==> config.mk <==
export PLATFORM = sky130hd
export DESIGN_NAME = gtft_ctrl
export DESIGN_NICKNAME = d
export VERILOG_FILES = /design/src/sv/gtft_pkg.sv /design/src/sv/gtft_ctrl.sv
export SDC_FILE = /design/constraint.sdc
export NUM_CORES = 1
export LEC_CHECK = 0
export BUFFER_PORTS_ARGS = -buffer_cell sky130_fd_sc_hd__buf_4
export CAP_MARGIN = 10
export CORE_AREA = 2 2 39 41
export DETAILED_ROUTE_END_ITERATION = 7
export DIE_AREA = 0 0 41 43
export PLACE_DENSITY = 0.8
export SYNTH_ARGS = -nofsm -noshare
export SYNTH_HDL_FRONTEND = slang
export SYNTH_SLANG_ARGS = --single-unit
==> constraint.sdc <==
create_clock -name clk -period 3.1 [get_ports clk]
set_input_delay 0.31 -clock clk [delete_from_list [all_inputs] [get_ports clk]]
set_output_delay 0.31 -clock clk [all_outputs]
set_load 0.01 [all_outputs]
==> src/sv/gtft_pkg.sv <==
package gtft_pkg;

  localparam int MaxRows    = 64;
  localparam int MaxColumns = 64;
  localparam int PassCount  = 12;
  localparam int GridCells  = MaxRows * MaxColumns;
  localparam int AddrW      = $clog2(GridCells);
  localparam int SizeW      = 7;
  localparam int PassW      = $clog2(PassCount + 1);

  localparam logic signed [15:0] OneQ10 = 16'sd1024;
  localparam logic signed [15:0] MinQ   = -16'sd32768;

  localparam logic [1:0] RegLevel  = 2'd0;
  localparam logic [1:0] RegRows   = 2'd1;
  localparam logic [1:0] RegCols   = 2'd2;

  localparam logic [1:0] OpLoad  = 2'd0;
  localparam logic [1:0] OpRun   = 2'd1;
  localparam logic [1:0] OpRead  = 2'd2;
  localparam logic [1:0] OpSpare = 2'd3;

  typedef struct packed {
    logic [1:0]         opcode;
    logic signed [15:0] sample;
  } in_item_t;

  typedef struct packed {
    logic               kind;
    logic signed [15:0] cell_value;
    logic               last_cell;
  } out_item_t;

  // Trim sequencer: per cell, issue eight tap reads (ST_T0), capture the last tap
  // (ST_T1), then decide/write (ST_DECIDE).
  typedef enum logic [3:0] {
    ST_IDLE, ST_RD_WAIT, ST_T0, ST_T1, ST_DECIDE, ST_DONE
  } state_t;

  typedef struct packed {
    logic start_trim;
    logic tap_issue;
    logic [2:0] tap_sel;
    logic tap_capture;
    logic [2:0] cap_sel;
    logic decide;
    logic advance;
    logic emit_done;
    logic read_issue;
    logic emit_read;
  } cmd_t;

  typedef struct packed {
    logic trim_end;
  } status_t;

endpackage

==> src/sv/gtft_ctrl.sv <==
module gtft_ctrl (
  input  logic                clk,
  input  logic                rst,
  input  logic                in_valid,
  input  logic [1:0]          in_op,
  output logic                in_stall,
  output logic                out_valid,
  input  logic                out_stall,
  input  gtft_pkg::status_t   status,
  output gtft_pkg::cmd_t      cmd
);
  gtft_pkg::state_t state, state_next;
  logic out_valid_next;
  logic [2:0] tap, tap_next;

  always_ff @(posedge clk) begin
    if (rst) begin
      state <= gtft_pkg::ST_IDLE;
      out_valid <= 1'b0;
      tap <= '0;
    end else begin
      state <= state_next;
      out_valid <= out_valid_next;
      tap <= tap_next;
    end
  end

  logic take;
  always_comb begin
    state_next = state;
    out_valid_next = out_valid && out_stall;
    tap_next = tap;
    cmd = '0;
    in_stall = 1'b1;
    take = 1'b0;
    unique case (state)
      gtft_pkg::ST_IDLE: begin
        // Loads pass freely; results need the output register free.
        in_stall = (in_op == gtft_pkg::OpLoad) ? 1'b0 : (out_valid && out_stall);
        take = in_valid && !in_stall;
        if (take && in_op == gtft_pkg::OpRun) begin
          cmd.start_trim = 1'b1;
          tap_next = '0;
          state_next = gtft_pkg::ST_T0;
        end else if (take && in_op == gtft_pkg::OpRead) begin
          cmd.read_issue = 1'b1;
          state_next = gtft_pkg::ST_RD_WAIT;
        end
      end
      gtft_pkg::ST_RD_WAIT: begin
        cmd.emit_read = 1'b1;
        out_valid_next = 1'b1;
        state_next = gtft_pkg::ST_IDLE;
      end
      gtft_pkg::ST_T0: begin
        // Issue tap reads; data of tap k arrives in the next cycle, as tap k+1 is issued.
        cmd.tap_sel = tap;
        cmd.tap_issue = 1'b1;
        if (tap != 3'd0) begin
          cmd.tap_capture = 1'b1;
          cmd.cap_sel = tap - 1'b1;
        end
        tap_next = tap + 1'b1;
        if (tap == 3'd7) state_next = gtft_pkg::ST_T1;
      end
      gtft_pkg::ST_T1: begin
        cmd.tap_capture = 1'b1;
        cmd.cap_sel = 3'd7;
        state_next = gtft_pkg::ST_DECIDE;
      end
      gtft_pkg::ST_DECIDE: begin
        cmd.decide = 1'b1;
        cmd.advance = 1'b1;
        tap_next = '0;
        state_next = status.trim_end ? gtft_pkg::ST_DONE : gtft_pkg::ST_T0;
      end
      gtft_pkg::ST_DONE: begin
        cmd.emit_done = 1'b1;
        out_valid_next = 1'b1;
        state_next = gtft_pkg::ST_IDLE;
      end
      default: state_next = gtft_pkg::ST_IDLE;
    endcase
  end
endmodule

==> results of run 1 <==
## synthesized netlist by cell type
library cell and n:
sky130_fd_sc_hd__a31o_2 2, sky130_fd_sc_hd__or3_4 1, sky130_fd_sc_hd__buf_6 1, sky130_fd_sc_hd__clkbuf_1 2, sky130_fd_sc_hd__nor2_1 13, sky130_fd_sc_hd__o211ai_1 1, sky130_fd_sc_hd__buf_4 1, sky130_fd_sc_hd__dfxtp_1 7
sky130_fd_sc_hd__nand2b_1 3, sky130_fd_sc_hd__a311oi_1 1, sky130_fd_sc_hd__ha_1 5, sky130_fd_sc_hd__inv_1 9, sky130_fd_sc_hd__a21bo_2 1, sky130_fd_sc_hd__a311oi_2 1, sky130_fd_sc_hd__nand2_1 5, sky130_fd_sc_hd__or3_2 1
sky130_fd_sc_hd__nor4_1 3, sky130_fd_sc_hd__a21oi_1 6, sky130_fd_sc_hd__o21bai_1 1, sky130_fd_sc_hd__or2_2 1, sky130_fd_sc_hd__or4b_4 1, sky130_fd_sc_hd__mux2i_1 1, sky130_fd_sc_hd__and3_2 1, sky130_fd_sc_hd__nor3_1 2
sky130_fd_sc_hd__a31oi_1 2, sky130_fd_sc_hd__nor3b_1 2
## metal layers
metal | part of all wire | vias up
met5 | 0 | -
met4 | 0 | 0
met1 | 0.44 | 256
met3 | 0.062 | 0
met2 | 0.50 | 11
li1 | - | 296
## worst max-delay path, delay by kind of cell (launching register included)
kind	cells	cell delay (ps)
and+or+nand+nor	2	870
buffers and inverters	2	180
DFF	1	420
## report_power, final
part	switching (mW)	total [mW]	internal (mW)
sequential	0.00686	0.100	0.0936
combinational	0.0263	0.0534	0.0271
clock	0.0329	0.0820	0.0491
total	0.0661	0.236	0.170
## cell type report
cell class | instances | share of cell area
timing repair buffer | 22 | 0.222
tap | 16 | 0.0269
multi-input combinational | 54 | 0.481
inverter | 9 | 0.0455
clock buffer | 4 | 0.0354
sequential | 7 | 0.189
## metrics by stage
stage	power (mW)	hold slack (ps)	instance area (um2)
2_1_floorplan	0.133	378	558
3_3_place_gp	0.154	507	717
3_5_place_dp	0.155	523	717
4_1_cts	0.238	274	743
5_1_grt	0.251	274	743
6_report	0.236	279	743
## worst paths after layout
path	cells after the start	startpoint	slack [ps]	to
setup reg to reg	3	state[1]	1430	state[0]
setup / recovery	4	state[1]	1050	cmd[1]
hold / removal	2	rst	280	tap[0]
hold reg to reg	2	out_valid	530	out_valid
## registers in the layout, indices dropped and copies added, names as in the netlist
name and count:
state 3, tap 3, out_valid 1
## kinds of logic (layout without fill, tap and decap cells)
logic type | count (synthesis) | count (layout) | share of synthesized area
simple gates | 33 | 33 | 0.316
buf+inv | 13 | 35 | 0.108
compound gates | 15 | 15 | 0.195
fa+ha+maj | 5 | 5 | 0.112
mux | 1 | 1 | 0.0179
flops | 7 | 7 | 0.251
## cell usage in the layout, fill, tap and decap left out
cell type                  instances
sky130_fd_sc_hd__a21oi_1           6
sky130_fd_sc_hd__ha_1              5
sky130_fd_sc_hd__inv_1             9
sky130_fd_sc_hd__o21bai_1          1
sky130_fd_sc_hd__clkbuf_4          3
sky130_fd_sc_hd__or3_4             1
sky130_fd_sc_hd__o211ai_1          1
sky130_fd_sc_hd__a31oi_1           2
sky130_fd_sc_hd__or3_2             1
sky130_fd_sc_hd__nor3_1            2
sky130_fd_sc_hd__a21bo_2           1
sky130_fd_sc_hd__nor4_1            3
sky130_fd_sc_hd__a311oi_2          1
sky130_fd_sc_hd__mux2i_1           1
sky130_fd_sc_hd__nand2b_1          3
sky130_fd_sc_hd__a31o_2            2
sky130_fd_sc_hd__nand2_1           5
sky130_fd_sc_hd__a311oi_1          1
sky130_fd_sc_hd__clkbuf_1          1
sky130_fd_sc_hd__buf_4            22
sky130_fd_sc_hd__dfxtp_1           7
sky130_fd_sc_hd__or4b_4            1
sky130_fd_sc_hd__nor3b_1           2
sky130_fd_sc_hd__nor2_1           13
sky130_fd_sc_hd__or2_2             1
sky130_fd_sc_hd__and3_2            1
==> results.json, run 1 <==
{
  "arrival_ps": 1740,
  "skew_ps": 3.26,
  "path_max_fanout": 13,
  "layout.cells.non_filler": 112,
  "vdd_drop_max_mv": 0.277,
  "coreArea_um2": 1380,
  "grt.met1_usage": 0.210,
  "numCtsBuffers": 3,
  "worstPathRequired_ps": 2790,
  "gp_congestion": 0.807,
  "synth_area_per_cell_um2": 7.54,
  "numnets_final": 109,
  "floorplan.die_area_um2": 1760,
  "finalCriticalPeriod_ps": 2050,
  "max_freq_mhz": 489,
  "report.final.slew_viol_count": 0,
  "number_of_vias_in_the_routed_layout": 563,
  "grt.met2_usage": 0.250,
  "count_of_routing_violations_after_the_opening_detailed_route_iteration": 10,
  "gr-usage-met3": 0.0995,
  "timing.hold.worst.class": "primary input to flip-flop",
  "core.rowCount": 14,
  "syn-cell-area_um2": 558,
  "fin_setup_tns_ps": 0,
  "clkSlewWorstSetupHoldPaths_ps": 50,
  "syn-num-nets": 86,
  "avgRoutedWirePerCell_um": 11.6,
  "layout_worst_path_cycle_share": 0.660,
  "drc_errors": 0,
  "max_cap_viol_count": 0,
  "placement.io_buffers": 22,
  "diodes_inserted": 0,
  "vias_per_cell": 5.03,
  "cts_setup_buffers": 0,
  "clock_tree.buffer_depth": 2,
  "max_slew_headroom": 0.614,
  "first_global_vias": 491,
  "tritoncts": "yes",
  "globalRoute.busiestLayer": "met2",
  "tightest_slew_ps": 578,
  "start_util": 0.403,
  "netlist_top_cells_area": "sky130_fd_sc_hd__dfxtp_1 25%, sky130_fd_sc_hd__ha_1 11%, sky130_fd_sc_hd__nor2_1 8.7%, sky130_fd_sc_hd__inv_1 6.1%, sky130_fd_sc_hd__a21oi_1 5.4%",
  "grt_pass1_wl_um": 2030,
  "firstDrtPassIters": 4,
  "num-fill-cells": 133,
  "critical_path.cell_chain": "or3_4 > or4b_4 > inv_1 > buf_4",
  "setup.worst_path.end_class": "output pin",
  "layout-area-overhead-vs-synth_pct": 33.2,
  "netlist.top_cell.by_area": "sky130_fd_sc_hd__dfxtp_1",
  "synthesis.instances": 74,
  "routed_antenna_nets": 0,
  "status": "finished, final reports clean",
  "grt_antenna_before_repair": 0,
  "hpwlAfterDp_um": 1040,
  "h_tree_depth": 1,
  "cts_hold_repair.buffers": 0,
  "grt_remaining_overflow": 0,
  "insertion_delay_of_the_later_clocked_pin_in_the_worst_skew_pair_ps": 250,
  "powerDensity_nw_per_um2": 317,
  "worstSetupPathType": "flip-flop to output pin",
  "regArea_um2": 140,
  "number_of_unique_standard_cell_types_used_by_synthesis": 26,
  "numPlacedInstances": 108,
  "p_leak_nw": 0.353,
  "worst_setup_path_start_kind": "flip-flop",
  "wl_um": 1300,
  "maximum_number_of_pins_on_one_net_before_global_route_repair": 14,
  "multi_input_area_um2": 358,
  "io_pins": 23,
  "worst_path_largest_cell_delay_ps": 490,
  "grt_usage": 0.174,
  "count_of_endpoints_failing_setup_in_the_final_report": 0,
  "numClockSinks": 7,
  "synthDominantCellAreaShare": 0.251,
  "die-height_um": 43,
  "critical-path-slowest-cell": "sky130_fd_sc_hd__or4b_4",
  "rsz_0062_raised_after_global_routing": "false",
  "final_util": 0.537,
  "final_hold_viol_count": 0,
  "register_bit_count_reported_by_yosys": 7,
  "final_layout_size_suffix_gt1_frac": 0.354,
  "yosysWarnings": 0,
  "cts-root-buf": "sky130_fd_sc_hd__clkbuf_4",
  "part_of_the_yosys_area_used_for_sequential_elements": 0.251,
  "final.setup.worst_slack_ps": 1050,
  "die-width_um": 41,
  "place_worst_setup_slack_ps": 1320,
  "cts_resized": 0
}
Note: power is estimated with default switching activity, not from simulation.
==> run 2, diff against run 1 <==
--- a/config.mk
+++ b/config.mk
@@ -7,10 +7,10 @@
 export LEC_CHECK = 0
 export BUFFER_PORTS_ARGS = -buffer_cell sky130_fd_sc_hd__buf_4
 export CAP_MARGIN = 10
-export CORE_AREA = 2 2 39 41
+export CORE_MARGIN = 2
+export CORE_UTILIZATION = 41
 export DETAILED_ROUTE_END_ITERATION = 7
-export DIE_AREA = 0 0 41 43
-export PLACE_DENSITY = 0.8
+export PLACE_DENSITY = 0.82
 export SYNTH_ARGS = -nofsm -noshare
 export SYNTH_HDL_FRONTEND = slang
 export SYNTH_SLANG_ARGS = --single-unit
==> constraint.sdc (replaced) <==
create_clock -name clk -period 1.75 [get_ports clk]
set_input_delay 0.175 -clock clk [delete_from_list [all_inputs] [get_ports clk]]
set_output_delay 0.175 -clock clk [all_outputs]
set_load 0.01 [all_outputs]
==> run 2 against run 1 <==
Effect of this change:
- the flow now finishes with violations (negative setup slack)
- clock power increased by 82%
- design area increased by 4.9%
- via count increased by 4.6%
- critical path depth unchanged
- clock-buffer cell count decreased by 1
- total power increased by 81%
- utilization increased by 7.0 points
- sequential share of layout area decreased by 0.40 points
- non-clock buffer count increased by 4
- combinational power increased by 100%
- critical endpoint unchanged
- largest cell class unchanged
- largest power group unchanged
==> results.json, run 2 (synthesis results as in run 1) <==
{
  "first_global_vias": 405,
  "ff2ff_path_depth": 3,
  "most_frequent_standard_cell_in_the_layout_excluding_fill_and_tap_cells": "sky130_fd_sc_hd__buf_4",
  "status": "finished with violations",
  "numClockSinks": 7,
  "timing.hold.worst.class": "primary input to flip-flop",
  "placement.io_buffers": 22,
  "hold_end": "tap[0]",
  "max_freq_mhz": 557,
  "maximum_number_of_pins_on_one_net_before_global_route_repair": 13,
  "grt_usage": 0.170,
  "rsz_0062_raised_after_global_routing": "true",
  "count_of_endpoints_failing_setup_in_the_final_report": 1,
  "die-width_um": 40.9,
  "cp_num_buf_inv": 2,
  "die-height_um": 40.9,
  "count_of_routing_violations_after_the_opening_detailed_route_iteration": 22,
  "numCtsBuffers": 3,
  "avgRoutedWirePerCell_um": 11.7,
  "vdd_drop_max_mv": 0.468,
  "cts_setup_buffers": 0,
  "critical-path-slowest-cell": "sky130_fd_sc_hd__or4b_4",
  "tightest_slew_ps": 402,
  "placed_area_um2": 746,
  "gp_congestion": 0.756,
  "cts-root-buf": "sky130_fd_sc_hd__clkbuf_4",
  "ff2ff_setup_slack_ps": 210,
  "worst_path_largest_cell_delay_ps": 500,
  "final_cell_mix": "26 x sky130_fd_sc_hd__buf_4, 12 x sky130_fd_sc_hd__nor2_1, 8 x sky130_fd_sc_hd__inv_1",
  "numnets_final": 113,
  "vias_per_cell": 5.12,
  "insertion_delay_of_the_later_clocked_pin_in_the_worst_skew_pair_ps": 260,
  "drc_errors": 0,
  "routed_antenna_nets": 0,
  "report.final.slew_viol_count": 0,
  "max_slew_headroom": 0.730,
  "numPlacedInstances": 111,
  "grt_remaining_overflow": 0,
  "skew_ps": 0.388,
  "worstPathRequired_ps": 1570,
  "clkSlewWorstSetupHoldPaths_ps": 50,
  "layout_worst_path_cycle_share": 1.03,
  "regArea_um2": 144,
  "multi_input_area_um2": 360,
  "cell_family_contributing_the_most_delay_on_the_critical_path": "simple AND/OR/NAND/NOR gates",
  "grt_antenna_before_repair": 0,
  "fin_setup_tns_ps": -46.8,
  "start_util": 0.434,
  "h_tree_depth": 1,
  "finalCriticalPeriod_ps": 1800,
  "firstDrtPassIters": 4,
  "grt_pass1_wl_um": 1730,
  "num-fill-cells": 109,
  "layout-area-overhead-vs-synth_pct": 39.7,
  "final_hold_viol_count": 0,
  "arrival_ps": 1620,
  "powerDensity_nw_per_um2": 547,
  "core.rowCount": 13,
  "coreArea_um2": 1280,
  "tritoncts": "yes",
  "layout.cells.non_filler": 115,
  "final.setup.worst_slack_ps": -46.8,
  "hpwlAfterDp_um": 1050,
  "wl_um": 1350,
  "final_layout_size_suffix_gt1_frac": 0.420,
  "r2r-end": "state[0]",
  "setup.worst_path.end_class": "output pin",
  "largestRegisters": "state (3), tap (3), out_valid (1)",
  "floorplan.die_area_um2": 1670,
  "clock_tree.buffer_depth": 2,
  "io_pins": 23,
  "whs_path_depth": 2,
  "worst_setup_path_start_kind": "flip-flop",
  "number_of_vias_in_the_routed_layout": 589,
  "p_leak_nw": 0.377,
  "critical_path.cell_chain": "or3_4 > or4b_4 > inv_2 > buf_4",
  "max_cap_viol_count": 0,
  "regToRegStartpoint": "state[2]",
  "diodes_inserted": 0,
  "layout.cell_area.non_filler_um2": 779,
  "min-delay-start": "rst",
  "path_max_fanout": 3,
  "violated_checks": "negative setup slack",
  "worstSetupPathType": "flip-flop to output pin"
}
## run 2: cell count changes in the layout (fill, tap and decap cells not counted), sizes merged
cell | before | now
buf | 22 | 26
clkbuf | 4 | 3
clkinv | 0 | 1
## run 2: cell type report
class	instances	area share
clock inverters	1	0.00642
well taps	15	0.0241
repair buffers	26	0.250
inverters	9	0.0433
multi-input cells	54	0.462
clock buffers	3	0.0289
flip-flops and latches	7	0.185
## run 2: worst max path at each step
stage                     endpoint  slack (ps)  cells past startpoint  startpoint
after floorplan           state[0]         170                      4    state[2]
after CTS                   cmd[1]         -50                      4    state[2]
after detailed placement    cmd[1]         220                      4    state[2]
after global placement    state[0]         240                      3    state[2]
after global routing        cmd[1]         -80                      4    state[2]
final                       cmd[1]         -50                      4    state[2]
## run 2: timing repair
action / in CTS / in global routing
resized for setup: 2 / 2
hold buffers: 0 / 0
setup endpoints to repair: 2 / 3
## run 2: metal layers
layer  global-route usage  vias to the layer above  wire length, um
met5                    0                        -                0
met4               0.0750                        0               11
met3               0.0978                        2               83
met2                0.223                       11              658
met1                0.220                      270              593
li1                     -                      306                -
## run 2: where the power goes
group	internal (mW)	total [mW]	switching, mW	leakage [nW]
clock network	0.0837	0.149	0.0650	0.0177
registers	0.165	0.170	0.00492	0.0575
logic	0.0524	0.108	0.0551	0.302
total	0.301	0.426	0.125	0.377
## run 2: metrics by stage
| stage | power [mW] | hold WS (ps) | worst slack [ps] | utilization |
|---|---|---|---|---|
| finish | 0.426 | 131 | -46.8 | 0.607 |
| global route | 0.451 | 136 | -82.8 | 0.607 |
| CTS | 0.433 | 124 | -52.2 | 0.603 |
| detailed placement | 0.280 | 407 | 224 | 0.580 |
| global placement | 0.278 | 403 | 239 | 0.580 |
| floorplan | 0.236 | 243 | 167 | - |
==> run 3, diff against run 2 <==
--- a/config.mk
+++ b/config.mk
@@ -10,7 +10,7 @@
 export CORE_MARGIN = 2
 export CORE_UTILIZATION = 41
 export DETAILED_ROUTE_END_ITERATION = 7
-export PLACE_DENSITY = 0.82
+export PLACE_DENSITY_LB_ADDON = 0.12
 export SYNTH_ARGS = -nofsm -noshare
 export SYNTH_HDL_FRONTEND = slang
 export SYNTH_SLANG_ARGS = --single-unit
==> run 3 against run 2 <==
Effect of this change:
- the run still ends with negative setup slack left
- combinational power about the same
- non-clock buffer count unchanged
- global-route usage increased by 1.4 points
- final cell count unchanged
- sequential share of layout area increased by 0.071 points
- fmax about the same
- sequential power about the same
- via count increased by 1.2%
- clock power increased by 5%
==> results.json, run 3 (synthesis results as in run 1) <==
{
  "routed_antenna_nets": 0,
  "count_of_routing_violations_after_the_opening_detailed_route_iteration": 14,
  "drc_errors": 0,
  "numClockSinks": 7,
  "start_util": 0.434,
  "number_of_vias_in_the_routed_layout": 596,
  "die-height_um": 40.9,
  "p_leak_nw": 0.374,
  "core.rowCount": 13,
  "layout-area-overhead-vs-synth_pct": 40.4,
  "final_cell_mix": "25 x sky130_fd_sc_hd__buf_4, 13 x sky130_fd_sc_hd__nor2_1, 8 x sky130_fd_sc_hd__inv_1",
  "tightest_slew_ps": 349,
  "worstSetupPathType": "flip-flop to output pin",
  "skew_ps": 3.35,
  "multi_input_area_um2": 360,
  "worst_hold_slack_ps": 133,
  "grt_pass1_wl_um": 1950,
  "total_power_mw": 0.435,
  "first_global_vias": 441,
  "io_pins": 23,
  "count_of_endpoints_failing_setup_in_the_final_report": 1,
  "worst_path_largest_cell_delay_ps": 500,
  "tritoncts": "yes",
  "worst_setup_path_endpoint": "cmd[1]",
  "clkSlewWorstSetupHoldPaths_ps": 50,
  "grt_antenna_before_repair": 0,
  "maximum_number_of_pins_on_one_net_before_global_route_repair": 13,
  "placement.io_buffers": 22,
  "status": "finished with violations",
  "final.setup.worst_slack_ps": -46.9,
  "coreArea_um2": 1280,
  "arrival_ps": 1620,
  "vias_per_cell": 5.18,
  "numCtsBuffers": 3,
  "ff2ff_path_depth": 3,
  "cell_family_contributing_the_most_delay_on_the_critical_path": "simple AND/OR/NAND/NOR gates",
  "critical_path.startpoint": "state[2]",
  "clock_tree.buffer_depth": 2,
  "worst_setup_path_start_kind": "flip-flop",
  "final_hold_viol_count": 0,
  "num-fill-cells": 121,
  "critical_path.cell_chain": "or3_4 > or4b_4 > inv_2 > buf_6",
  "critical-path-slowest-cell": "sky130_fd_sc_hd__or4b_4",
  "r2r-end": "state[0]",
  "layout.cell_area.non_filler_um2": 783,
  "cts_hold_repair.buffers": 0,
  "h_tree_depth": 1,
  "final_util": 0.610,
  "regArea_um2": 145,
  "timing.hold.worst.class": "primary input to flip-flop",
  "insertion_delay_of_the_later_clocked_pin_in_the_worst_skew_pair_ps": 260,
  "max_slew_headroom": 0.765,
  "violated_checks": "negative setup slack",
  "max_cap_viol_count": 0,
  "largestRegisters": "state (3), tap (3), out_valid (1)",
  "path_depth": 4,
  "final_layout_size_suffix_gt1_frac": 0.420,
  "numnets_final": 113,
  "cp_num_buf_inv": 2,
  "floorplan.die_area_um2": 1670,
  "rsz_0062_raised_after_global_routing": "true",
  "wl_um": 1350,
  "place_worst_setup_slack_ps": 220,
  "worstPathRequired_ps": 1570,
  "cts-root-buf": "sky130_fd_sc_hd__clkbuf_4",
  "layout_worst_path_cycle_share": 1.03,
  "max_freq_mhz": 557,
  "die-width_um": 40.9,
  "ff2ff_setup_slack_ps": 180,
  "placed_area_um2": 746,
  "diodes_inserted": 0,
  "grt_usage": 0.184,
  "most_frequent_standard_cell_in_the_layout_excluding_fill_and_tap_cells": "sky130_fd_sc_hd__buf_4",
  "finalCriticalPeriod_ps": 1800,
  "grt_remaining_overflow": 0,
  "avgRoutedWirePerCell_um": 11.7,
  "regToRegStartpoint": "state[2]",
  "cts_setup_buffers": 0,
  "hpwlAfterDp_um": 1020,
  "path_max_fanout": 3,
  "vdd_drop_max_mv": 0.354,
  "setup.worst_path.end_class": "output pin",
  "powerDensity_nw_per_um2": 556,
  "firstDrtPassIters": 4,
  "gp_congestion": 0.794,
  "report.final.slew_viol_count": 0
}
-- run 3: cell count changes in the layout (fill, tap and decap cells not counted), sizes merged --
| cell | previous run | this run |
|---|---|---|
| clkinv | 1 | 0 |
| clkbuf | 3 | 4 |
-- run 3: timing repair --
action                                 CTS  global route
cloned                                   0             0
gates resized for setup                  1             5
endpoints found under the hold margin    0             0
setup endpoints to repair                1             4
-- run 3: worst min-delay path by stage --
stage	startpoint	endpoint	slack (ps)	cells past startpoint
final	rst	tap[0]	130	2
after CTS	rst	tap[0]	140	2
after floorplan	rst	state[0]	240	1
after global routing	rst	tap[0]	130	2
after detailed placement	rst	tap[0]	410	2
after global placement	rst	out_valid	410	2
-- run 3: cell type report --
class / count / share of cell area
inverters: 9 / 0.0431
clock buffers: 4 / 0.0335
flip-flops and latches: 7 / 0.185
well taps: 15 / 0.0240
repair buffers: 26 / 0.254
multi-input cells: 54 / 0.460
-- run 3: per-layer routing --
metal	share of wire	wire, um	vias up	global-route usage
met5	0	0	-	0
met3	0.056	76	4	0.0652
met1	0.48	649	270	0.275
met4	0.0089	12	0	0.0750
met2	0.45	609	14	0.230
li1	-	-	308	-
-- run 3: power breakdown --
part           switching [mW]  internal [mW]  total [mW]
logic                  0.0549         0.0533       0.108
clock network          0.0692         0.0876       0.157
registers             0.00529          0.165       0.170
-- run 3: through the flow --
step,TNS (ps),instances
floorplan,0,74
global placement,0,111
detailed placement,0,111
CTS,-41.5,115
global route,-93.4,115
finish,-46.9,115
